===== config.mk =====
export PLATFORM = sky130hd
export DESIGN_NAME = ternary_binary_channel_bit_packer_top
export DESIGN_NICKNAME = d
export VERILOG_FILES = /design/src/sv/tbcbp_pkg.sv /design/src/sv/ternary_binary_channel_bit_packer_top.sv
export SDC_FILE = /design/constraint.sdc
export NUM_CORES = 2
export LEC_CHECK = 0
export BUFFER_PORTS_ARGS = -buffer_cell sky130_fd_sc_hd__buf_2
export CORE_MARGIN = 3
export CORE_UTILIZATION = 50
export DETAILED_ROUTE_END_ITERATION = 6
export PLACE_DENSITY = 0.68
export SYNTH_ARGS = -nofsm -noshare
export SYNTH_HDL_FRONTEND = slang
export SYNTH_SLANG_ARGS = --single-unit
export TNS_END_PERCENT = 30

===== constraint.sdc =====
create_clock -name i_clk -period 7.5 [get_ports i_clk]
set_clock_uncertainty 0.15 [all_clocks]
set_input_delay 0.75 -clock i_clk [delete_from_list [all_inputs] [get_ports i_clk]]
set_output_delay 0.75 -clock i_clk [all_outputs]
set_load 0.05 [all_outputs]

===== src/sv/tbcbp_pkg.sv =====
// Shared constants for the ternary/binary channel bit packer.
// Field widths, register indexes and mode codes; no dependencies.
package tbcbp_pkg;

    localparam int SAMPLE_W   = 16;
    localparam int SLOT_W     = 32;
    localparam int CFG_IDX_W  = 3;
    localparam int CFG_DATA_W = 13;
    localparam int MODE_W     = 2;
    localparam int CHCNT_W    = 13;
    localparam int DIM_W      = 11;
    localparam int DIM_POS_W  = 10;
    localparam int PAD_W      = 4;
    localparam int MAX_DIM    = 1024;

    localparam logic [CFG_IDX_W-1:0] REG_MODE          = 3'd0;
    localparam logic [CFG_IDX_W-1:0] REG_CHANNEL_COUNT = 3'd1;
    localparam logic [CFG_IDX_W-1:0] REG_IMAGE_HEIGHT  = 3'd2;
    localparam logic [CFG_IDX_W-1:0] REG_IMAGE_WIDTH   = 3'd3;
    localparam logic [CFG_IDX_W-1:0] REG_PAD_ROWS      = 3'd4;
    localparam logic [CFG_IDX_W-1:0] REG_PAD_COLS      = 3'd5;

    localparam logic [MODE_W-1:0] MODE_TERNARY   = 2'd0;
    localparam logic [MODE_W-1:0] MODE_BINARY_TH = 2'd1;
    localparam logic [MODE_W-1:0] MODE_BINARY_Z  = 2'd2;

endpackage


===== src/sv/ternary_binary_channel_bit_packer_top.sv =====
// Ternary/binary activation quantizer with channel bit packing, top level.
// Depends on tbcbp_pkg for widths, register indexes and mode codes.
//
// One sample word is accepted per cycle with no bubbles while results drain; a packed word
// comes out of a result register the cycle after the sample closing its channel group,
// and while that word is held by a stall the input is stalled as well. After reset and
// after every write to registers 0 to 5 the input is stalled in states S_DIM to S_SUM
// while a short multiply chain derives the group count, padded width and slot increments
// from them. The configuration port is always ready; padding slots are never written out.
module ternary_binary_channel_bit_packer_top #(
    parameter int GROUP_BITS   = 64,
    parameter int MAX_CHANNELS = 4096
) (
    input  logic                                     i_clk,
    input  logic                                     i_rst_n,
    input  logic                                     i_valid,
    output logic                                     o_stall,
    input  logic signed [tbcbp_pkg::SAMPLE_W-1:0]    i_sample,
    input  logic signed [tbcbp_pkg::SAMPLE_W-1:0]    i_threshold,
    output logic                                     o_valid,
    input  logic                                     i_stall,
    output logic        [tbcbp_pkg::SLOT_W-1:0]      o_slot_index,
    output logic        [GROUP_BITS-1:0]             o_plane_low,
    output logic        [GROUP_BITS-1:0]             o_plane_high,
    output logic                                     o_image_done,
    input  logic                                     i_cfg_valid,
    output logic                                     o_cfg_ready,
    input  logic        [tbcbp_pkg::CFG_IDX_W-1:0]   i_cfg_index,
    input  logic        [tbcbp_pkg::CFG_DATA_W-1:0]  i_cfg_data
);
    import tbcbp_pkg::*;

    localparam int CH_W   = $clog2(MAX_CHANNELS);
    localparam int CE_W   = CH_W + 1;
    localparam int BIT_W  = $clog2(GROUP_BITS);
    localparam int DV_W   = CE_W + 1;
    localparam int SH     = DV_W + BIT_W;
    localparam int R_W    = SH - BIT_W + 2;
    localparam int Q_W    = DV_W + R_W;
    localparam int PC_W   = DV_W - BIT_W + 1;
    localparam int PW_W   = DIM_W;
    localparam int PRPW_W = PAD_W + PW_W;
    localparam int ST_W   = PRPW_W + 1 + PC_W;
    localparam int CI_W   = PAD_W + 1 + PC_W;
    localparam int IR_W   = PAD_W + 1 + PW_W;
    localparam int II_W   = IR_W + PC_W;
    localparam logic [R_W-1:0] RECIP =
        R_W'(((longint'(1) << SH) + longint'(GROUP_BITS) - 1) / longint'(GROUP_BITS));

    typedef enum logic [5:0] {
        S_RUN = 6'b000001,
        S_DIM = 6'b000010,
        S_DIV = 6'b000100,
        S_MUL = 6'b001000,
        S_INC = 6'b010000,
        S_SUM = 6'b100000
    } t_cfg_state;

    function automatic logic [DIM_W-1:0] eff_dim(input logic [DIM_W-1:0] d);
        logic [DIM_W-1:0] e;
        if (d == '0) begin
            e = DIM_W'(1);
        end else if (d > DIM_W'(MAX_DIM)) begin
            e = DIM_W'(MAX_DIM);
        end else begin
            e = d;
        end
        return e;
    endfunction

    t_cfg_state            r_state;
    logic [MODE_W-1:0]     r_mode;
    logic [CHCNT_W-1:0]    r_channel_count;
    logic [DIM_W-1:0]      r_image_height;
    logic [DIM_W-1:0]      r_image_width;
    logic [PAD_W-1:0]      r_pad_rows;
    logic [PAD_W-1:0]      r_pad_cols;

    logic [CE_W-1:0]       r_c_eff;
    logic [CH_W-1:0]       r_c_last;
    logic [DIM_POS_W-1:0]  r_h_last;
    logic [DIM_POS_W-1:0]  r_w_last;
    logic [PW_W-1:0]       r_pw;
    logic [PC_W-1:0]       r_pc;
    logic [PRPW_W-1:0]     r_prpw;
    logic [SLOT_W-1:0]     r_start;
    logic [SLOT_W-1:0]     r_col_inc;
    logic [IR_W-1:0]       r_img_rows;
    logic [SLOT_W-1:0]     r_img_inc;
    logic [SLOT_W-1:0]     r_row_inc;
    logic [SLOT_W-1:0]     r_img_end_inc;

    logic [CH_W-1:0]       r_ch_pos;
    logic [BIT_W-1:0]      r_bit;
    logic [DIM_POS_W-1:0]  r_col_pos;
    logic [DIM_POS_W-1:0]  r_row_pos;
    logic [GROUP_BITS-1:0] r_acc_lo;
    logic [GROUP_BITS-1:0] r_acc_hi;
    logic [SLOT_W-1:0]     r_running;

    logic                  r_out_valid;
    logic [SLOT_W-1:0]     r_out_slot;
    logic [GROUP_BITS-1:0] r_out_lo;
    logic [GROUP_BITS-1:0] r_out_hi;
    logic                  r_out_done;

    logic                  cfg_hit;
    logic                  in_acc;
    logic [CE_W-1:0]       c_eff;
    logic [DIM_W-1:0]      h_eff;
    logic [DIM_W-1:0]      w_eff;
    logic [Q_W-1:0]        div_prod;
    logic [PRPW_W-1:0]     prpw_prod;
    logic [ST_W-1:0]       start_prod;
    logic [CI_W-1:0]       col_prod;
    logic [IR_W-1:0]       rows_prod;
    logic [II_W-1:0]       img_prod;

    logic signed [SAMPLE_W:0] x_ext;
    logic signed [SAMPLE_W:0] th_ext;
    logic signed [SAMPLE_W:0] neg_th;
    logic                  lo_hit;
    logic                  hi_hit;
    logic [GROUP_BITS-1:0] mask;
    logic [GROUP_BITS-1:0] n_acc_lo;
    logic [GROUP_BITS-1:0] n_acc_hi;
    logic                  last_ch;
    logic                  last_bit;
    logic                  last_col;
    logic                  last_row;
    logic                  closes;
    logic [SLOT_W-1:0]     n_running;

    assign cfg_hit     = i_cfg_valid && (i_cfg_index <= REG_PAD_COLS);
    assign o_cfg_ready = 1'b1;
    assign o_stall     = (r_state != S_RUN) || (r_out_valid && i_stall);
    assign in_acc      = i_valid && !o_stall;

    always_comb begin
        if (r_channel_count == '0) begin
            c_eff = CE_W'(1);
        end else if (32'(r_channel_count) > MAX_CHANNELS) begin
            c_eff = CE_W'(MAX_CHANNELS);
        end else begin
            c_eff = CE_W'(r_channel_count);
        end
        h_eff      = eff_dim(r_image_height);
        w_eff      = eff_dim(r_image_width);
        div_prod   = Q_W'(DV_W'(r_c_eff) + DV_W'(GROUP_BITS - 1)) * Q_W'(RECIP);
        prpw_prod  = PRPW_W'(r_pad_rows) * PRPW_W'(r_pw);
        start_prod = (ST_W'(r_prpw) + ST_W'(r_pad_cols)) * ST_W'(r_pc);
        col_prod   = CI_W'({r_pad_cols, 1'b0}) * CI_W'(r_pc);
        rows_prod  = IR_W'({r_pad_rows, 1'b0}) * IR_W'(r_pw);
        img_prod   = II_W'(r_img_rows) * II_W'(r_pc);
    end

    always_comb begin
        x_ext  = {i_sample[SAMPLE_W-1], i_sample};
        th_ext = {i_threshold[SAMPLE_W-1], i_threshold};
        neg_th = -th_ext;
        lo_hit = 1'b0;
        hi_hit = 1'b0;
        unique case (r_mode)
            MODE_TERNARY: begin
                hi_hit = (x_ext > th_ext) || (x_ext < neg_th);
                lo_hit = !(x_ext > th_ext) && (x_ext < neg_th);
            end
            MODE_BINARY_TH: begin
                lo_hit = i_sample < i_threshold;
            end
            default: begin
                lo_hit = i_sample[SAMPLE_W-1];
            end
        endcase
        mask     = GROUP_BITS'(1) << r_bit;
        n_acc_lo = lo_hit ? (r_acc_lo | mask) : r_acc_lo;
        n_acc_hi = hi_hit ? (r_acc_hi | mask) : r_acc_hi;
        last_ch  = r_ch_pos == r_c_last;
        last_bit = r_bit == BIT_W'(GROUP_BITS - 1);
        last_col = r_col_pos == r_w_last;
        last_row = r_row_pos == r_h_last;
        closes   = last_ch || last_bit;
        if (last_ch && last_col && last_row) begin
            n_running = r_running + r_img_end_inc;
        end else if (last_ch && last_col) begin
            n_running = r_running + r_row_inc;
        end else begin
            n_running = r_running + SLOT_W'(1);
        end
    end

    always_ff @(posedge i_clk) begin
        if (!i_rst_n) begin
            r_state         <= S_DIM;
            r_mode          <= MODE_TERNARY;
            r_channel_count <= CHCNT_W'(64);
            r_image_height  <= DIM_W'(1);
            r_image_width   <= DIM_W'(1);
            r_pad_rows      <= '0;
            r_pad_cols      <= '0;
        end else if (cfg_hit) begin
            r_state <= S_DIM;
            unique case (i_cfg_index)
                REG_MODE:          r_mode          <= i_cfg_data[MODE_W-1:0];
                REG_CHANNEL_COUNT: r_channel_count <= i_cfg_data[CHCNT_W-1:0];
                REG_IMAGE_HEIGHT:  r_image_height  <= i_cfg_data[DIM_W-1:0];
                REG_IMAGE_WIDTH:   r_image_width   <= i_cfg_data[DIM_W-1:0];
                REG_PAD_ROWS:      r_pad_rows      <= i_cfg_data[PAD_W-1:0];
                default:           r_pad_cols      <= i_cfg_data[PAD_W-1:0];
            endcase
        end else begin
            unique case (r_state)
                S_DIM:   r_state <= S_DIV;
                S_DIV:   r_state <= S_MUL;
                S_MUL:   r_state <= S_INC;
                S_INC:   r_state <= S_SUM;
                default: r_state <= S_RUN;
            endcase
        end
    end

    always_ff @(posedge i_clk) begin
        unique case (r_state)
            S_DIM: begin
                r_c_eff  <= c_eff;
                r_c_last <= CH_W'(c_eff - CE_W'(1));
                r_h_last <= DIM_POS_W'(h_eff - DIM_W'(1));
                r_w_last <= DIM_POS_W'(w_eff - DIM_W'(1));
                r_pw     <= w_eff + PW_W'({r_pad_cols, 1'b0});
            end
            S_DIV: begin
                r_pc   <= div_prod[SH +: PC_W];
                r_prpw <= prpw_prod;
            end
            S_MUL: begin
                r_start    <= SLOT_W'(start_prod);
                r_col_inc  <= SLOT_W'(col_prod);
                r_img_rows <= rows_prod;
            end
            S_INC: begin
                r_img_inc <= SLOT_W'(img_prod);
                r_row_inc <= r_col_inc + SLOT_W'(1);
            end
            S_SUM: begin
                r_img_end_inc <= r_row_inc + r_img_inc;
            end
            default: begin
            end
        endcase
    end

    always_ff @(posedge i_clk) begin
        if (!i_rst_n || cfg_hit) begin
            r_ch_pos  <= '0;
            r_bit     <= '0;
            r_col_pos <= '0;
            r_row_pos <= '0;
            r_acc_lo  <= '0;
            r_acc_hi  <= '0;
        end else if (r_state == S_SUM) begin
            r_running <= r_start;
        end else if (in_acc) begin
            if (closes) begin
                r_acc_lo  <= '0;
                r_acc_hi  <= '0;
                r_bit     <= '0;
                r_running <= n_running;
            end else begin
                r_acc_lo <= n_acc_lo;
                r_acc_hi <= n_acc_hi;
                r_bit    <= r_bit + BIT_W'(1);
            end
            if (last_ch) begin
                r_ch_pos <= '0;
                if (last_col) begin
                    r_col_pos <= '0;
                    r_row_pos <= last_row ? '0 : r_row_pos + DIM_POS_W'(1);
                end else begin
                    r_col_pos <= r_col_pos + DIM_POS_W'(1);
                end
            end else begin
                r_ch_pos <= r_ch_pos + CH_W'(1);
            end
        end
    end

    always_ff @(posedge i_clk) begin
        if (!i_rst_n) begin
            r_out_valid <= 1'b0;
        end else if (in_acc && closes) begin
            r_out_valid <= 1'b1;
        end else if (!i_stall) begin
            r_out_valid <= 1'b0;
        end
    end

    always_ff @(posedge i_clk) begin
        if (in_acc && closes) begin
            r_out_slot <= r_running;
            r_out_lo   <= n_acc_lo;
            r_out_hi   <= (r_mode == MODE_TERNARY) ? n_acc_hi : '0;
            r_out_done <= last_ch && last_col && last_row;
        end
    end

    assign o_valid      = r_out_valid;
    assign o_slot_index = r_out_slot;
    assign o_plane_low  = r_out_lo;
    assign o_plane_high = r_out_hi;
    assign o_image_done = r_out_done;

endmodule


* Word level (Yosys, flattened, before mapping) *
Cells that the tools add are included.

cells by class
  equality and inequality tests = 16
  order comparisons = 7
  multipliers = 5
  reductions and logical operators = 33
  add/subtract/negate cells = 16
  shift operators = 1
  bitwise logic cells = 6
  muxes and demuxes = 24

operators by type and width
  operator                 count
  $mux W64                 4
  $mux W32                 4
  $or A64 B64 Y64          2
  $add A32 B32 Y32         2
  $shl A1 B6 Y64 const A   1
  $mux W10                 4
  $add A32 B1 Y32 const B  1
  $add A32 B25 Y32         1
  $mul A4 B11 Y15          2
  $mux W13                 2
  $mul A16 B9 Y25          1
  $mux W25                 1
  $mul A15 B9 Y24          1
  $pmux W6 S4              1
  $gt A11 B11 Y1 const B   2
  $logic_not A11 Y1        2
  $mux W11                 2
  $add A10 B1 Y10 const B  2
  $eq A10 B10 Y1           2
  $sub A10 B1 Y10 const B  2
  $lt A16 B17 Y1           1
  $neg A16 Y17             1
  $add A15 B4 Y16          1
  $gt A16 B16 Y1           1
  39 further kinds         65

word-level totals
  register bits after elaboration = 632
  word-level logic and storage cells = 141
  bits of input ports = 53
  output and inout port bits = 164

* Longest topological paths before layout *
  depth in word-level cells = 7
  mapped depth = 29

* Worst setup path before layout *
OpenSTA, ideal clock, no wires.

  path kind = input to register
  start point = in i_stall
  end point = reg r_running[0], enable pin
  setup slack = 0.813 ns
  arrival = 6.116 ns
  setup time = 0.421 ns
  stages on the path = 8
  path buffers = 1
  cell sequence = nand2_1 > and4b_1 > and2_1 > clkbuf_1 > nand2_1 > inv_1 > nor2_1 > nor2_1

on the way
  cells in the longest elaborated chain, start to end = 6

RTL lines
  what                                 RTL line                                      source
  start, declared                      ternary_binary_channel_bit_packer_top.sv:21   input logic i_stall,
  $logic_and A1 B1 Y1                  ternary_binary_channel_bit_packer_top.sv:136  assign o_stall = (r_state != S_RUN) || (r_out_valid && i_stall);
  $logic_or A1 B1 Y1                   ternary_binary_channel_bit_packer_top.sv:136
  $logic_not A1 Y1                     ternary_binary_channel_bit_packer_top.sv:137  assign in_acc = i_valid && !o_stall;
  $logic_and A1 B1 Y1                  ternary_binary_channel_bit_packer_top.sv:137
  $reduce_bool A2 Y1 (no source line)  -
  $reduce_and A3 Y1 (no source line)   -
  end signal, assigned                 ternary_binary_channel_bit_packer_top.sv:261  r_running <= r_start;
  end signal, assigned                 ternary_binary_channel_bit_packer_top.sv:267  r_running <= n_running;
  end, declared                        ternary_binary_channel_bit_packer_top.sv:99   logic [SLOT_W-1:0] r_running;

No other way between the ends.
A chain may end at the register's enable or synchronous reset.

* Worst setup path in the final report *
  start point = reg r_pad_cols[1]
  end point = reg r_start[23], data pin

on the way
  cells in the longest elaborated chain, start to end = 2

RTL lines
  what                    RTL line                                      source
  start, declared         ternary_binary_channel_bit_packer_top.sv:77   logic [PAD_W-1:0] r_pad_cols;
  start signal, assigned  ternary_binary_channel_bit_packer_top.sv:209  default: r_pad_cols <= i_cfg_data[PAD_W-1:0];
  $add A15 B4 Y16         ternary_binary_channel_bit_packer_top.sv:151  start_prod = (ST_W'(r_prpw) + ST_W'(r_pad_cols)) * ST_W'(r_pc);
  $mul A16 B9 Y25         ternary_binary_channel_bit_packer_top.sv:151
  net start_prod[23]      ternary_binary_channel_bit_packer_top.sv:114  logic [ST_W-1:0] start_prod;
  end signal, assigned    ternary_binary_channel_bit_packer_top.sv:236  r_start <= SLOT_W'(start_prod);
  end, declared           ternary_binary_channel_bit_packer_top.sv:86   logic [SLOT_W-1:0] r_start;

The timed path passes the listed nets, and every way through them passes these cells.

==> run summary <==
========================================================================================
Result of the run ......................................................... complete, no violations
Fmax ......................................................................   0.1444 GHz
Static power due to leakage ...............................................     16.74 nW
Hold buffers post-CTS .....................................................            0
Clock sink total ..........................................................          605
Post-synthesis instance area ..............................................  36450 sq um
Number of H-tree levels ...................................................            3
Clk Tree Root Cell ........................................................    clkbuf_16
Total I/O pin count .......................................................          217
Critical Path Start Type ..................................................     register
Pwr per Cell Area ......................................................... 211.7 nW/um^2
Routed Wire Length ........................................................     79.92 mm
Clock latency on the worst-skew pair ......................................      0.62 ns
Core region area ..........................................................  71850 sq um
Number of filler cells placed in the layout ...............................         6210
Via density per instance ..................................................        5.278
First DRT Iteration DRCs ..................................................         1713
Required time at the worst-slack endpoint .................................      7.71 ns
Register area share after synthesis .......................................       43.86%
Full die area .............................................................  76170 sq um
Post-CTS Setup Bufs .......................................................            0
Highest net fanout along the worst path ...................................           12
Drc violations ............................................................            0
Site row count ............................................................           98
Vias after detailed routing ...............................................        25200
Hold path depth ...........................................................            3
Yosys warning count .......................................................            0
Grt ovf ...................................................................            0
Reported max-cap violation count ..........................................            0
Clock tree from TritonCTS .................................................         done
Number of buffer cells added on primary ports .............................          215
Nets ......................................................................         4261
CP Class .................................................................. register to register
Synth-to-Final Area Change ................................................       11.83%
Setup repair after global routing missed its margin .......................        false
Height of the die ......................................................... 276.0 microns
Initial standard-cell utilization of the core .............................       50.73%
Final sum of negative setup slack .........................................         0 ns
Relative slew slack .......................................................       28.69%
EDFF count, synth .........................................................          387
Mapped Nets ...............................................................         4070
Number of buffers added by the clock tree synthesis step ..................           66
Clock Tree Buf Depth ......................................................            3
Total of flip-flops plus latches after synthesis ..........................          605
Actual transition at the worst max-transition pin .........................     1.053 ns
Clock transition at the registers of the reported paths ...................      0.06 ns
Global-route wire length before repair ....................................     129.4 mm
Final hold violations .....................................................            0
Post-route antenna net violation count ....................................            0
Fraction of final layout cells sized beyond drive strength 1 ..............       9.754%
Post-route fraction of the period consumed by the critical path ...........       92.33%
Average cell area after synthesis .........................................  10.18 sq um
Global placement routability congestion ...................................       0.8223
Mean routed wirelength per cell ........................................... 16.74 microns
Synth Instances ...........................................................         3579
Total half-perimeter wirelength after legalization and detailed placement .     59.27 mm
Number of global-route vias before repair .................................        24570
Critical path endpoint category ...........................................     register
DR pass1 iterations .......................................................            5
Final setup violating endpoints ...........................................            0
Chip width ................................................................ 276.0 microns
Ys flop type ..............................................................     edfxtp_1
Endpoint arrival time on the critical path ................................      7.13 ns
Hold crit path type ....................................................... input pin to register
Pin count of the biggest net entering global routing ......................           99
Maximum ir drop on the vdd rail ...........................................     162.1 uV
Post-synth ARST share .....................................................           0%
Number of pins exceeding their max-slew limit in the final report .........            0
Initial antenna violation count ...........................................            1
Synth unique cells ........................................................           74
Global-route total usage across every layer ...............................       21.13%
Total power ...............................................................     8.630 mW
FF-to-FF path depth .......................................................           26
Reg-to-reg slack, setup ...................................................      0.58 ns
CTS resizes ...............................................................            0
Time the final worst path needs with I/O delays and setup .................     6.925 ns
========================================================================================
[cells in the mapped netlist, types with 61 or more instances]
library cell	number	area share [%]
ha_1	240	8.2
o21bai_1	83	1.7
and2_1	201	3.4
fa_1	198	11
inv_1	339	3.5
clkbuf_1	103	1.1
dfxtp_1	218	12
edfxtp_1	387	32
xnor2_1	109	2.6
xor2_1	92	2.2
o21ai_0	199	2.7
nor2b_1	61	1.0
nor2_1	232	2.4
nand2_1	482	5.0
a21oi_1	143	2.0
[cell type report]
cell class	count	area, sq um	share of cell area (%)
multi-input cells	2513	18720	45.92
flip-flops and latches	605	15990	39.22
clock buffers	91	1827	4.482
repair buffers	245	1301	3.192
inverters	339	1277	3.134
well taps	950	1189	2.916
clock inverters	31	462.9	1.136
diodes	1	2.502	0.006139
[cells in the final DEF, fill, tap and decap left out, drive strengths merged, types with 7 or more instances in the layout]
cell type  instances
a21oi            144
nor2b             61
or2                9
and3              21
o21bai            83
buf              245
or3               27
nor3              35
nand2b            41
clkbuf            91
a21o              35
o21a              42
nor4              18
a31oi             11
o21ai            209
ha               240
nand3b            11
mux2i             27
inv              343
xor2              92
xnor2            109
a211oi             9
clkinv            20
nor2             232
nand2            482
edfxtp           387
nand4             20
and2             204
a21boi            35
fa               198
dfxtp            218
o31ai              7
nand3             54
[final timing paths]
| check | start | end |
|---|---|---|
| worst min-delay path | i_cfg_data[12] | r_channel_count[12]$_SDFFE_PN0P_ |
| worst max-delay path | r_pad_cols[1]$_SDFFE_PN0P_ | r_start[23]$_DFFE_PN_ |
| worst min register to register | r_col_inc[7]$_DFFE_PN_ | r_row_inc[7]$_DFFE_PP_ |
| worst max register to register | r_pad_cols[1]$_SDFFE_PN0P_ | r_start[23]$_DFFE_PN_ |
[critical path: stages, from the launching register on]
cell and delay [ns]:
dfxtp_1 0.53, inv_1 0.16, fa_1 0.47, nor2b_1 0.12, o21ai_0 0.08, nand2b_1 0.19, nand2_1 0.13, nor2_1 0.14
xor2_1 0.47, nand2_1 0.16, fa_1 0.58, inv_1 0.05, fa_1 0.48, fa_1 0.49, inv_1 0.06, fa_1 0.53
inv_1 0.04, ha_1 0.34, and2_1 0.18, and3_1 0.18, a21oi_1 0.16, a31oi_1 0.17, a221oi_1 0.31, nor2_1 0.08
o21a_1 0.20, mux2i_1 0.15, nand2_1 0.06
[metrics by stage]
stage	hold slack, ns	util (%)	setup slack (ns)	cells	area [sq um]
after global routing	0.2225	56.72	0.04725	4774	40760
after detailed placement	0.2545	53.54	0.5663	4652	38470
final	0.2284	56.73	0.5754	4775	40760
after floorplan	0.2503	-	0.8131	3579	36450
after global placement	0.2545	53.54	0.7147	4652	38470
after CTS	0.1986	56.72	0.5573	4774	40760
[logic make-up after synthesis]
group           share of synthesized area [%]
simple gates                            16.14
compound gates                          10.41
flops                                   43.86
buf+inv                                 4.868
fa+ha+maj                               19.11
xor+xnor                                4.830
mux                                    0.7724
other cells                           0.01029
[where the power goes]
group          internal [mW]  leakage [nW]  switching, mW  total (mW)
clock                   1.96          1.10           1.41        3.37
sequential              3.65          5.11         0.0391        3.69
combinational          0.668          10.5          0.906        1.57
total                   6.28          16.7           2.35        8.63
[state kept, by name, summed over array words and instances, names as in the netlist, 11 cells and up]
register,count
r_img_inc,24
r_img_rows,15
r_image_height,11
o_plane_low,64
r_c_last,12
r_prpw,15
r_acc_lo,64
r_running,32
o_plane_high,64
r_image_width,11
r_c_eff,13
r_ch_pos,12
r_img_end_inc,25
r_start,25
r_pw,11
r_acc_hi,64
r_row_inc,13
r_channel_count,13
r_col_inc,13
o_slot_index,32
[layer usage]
layer | GRT usage [%] | vias up | wire length (microns) | part of all wire, %
met5 | 0 | - | 0 | 0
met1 | 29.61 | 12150 | 37260 | 47
met3 | 3.162 | 91 | 3935 | 4.9
met2 | 34.88 | 561 | 37400 | 47
li1 | - | 12400 | - | -
met4 | 4.741 | 0 | 1314 | 1.6
No activity file was read; power rests on OpenSTA's default activity.
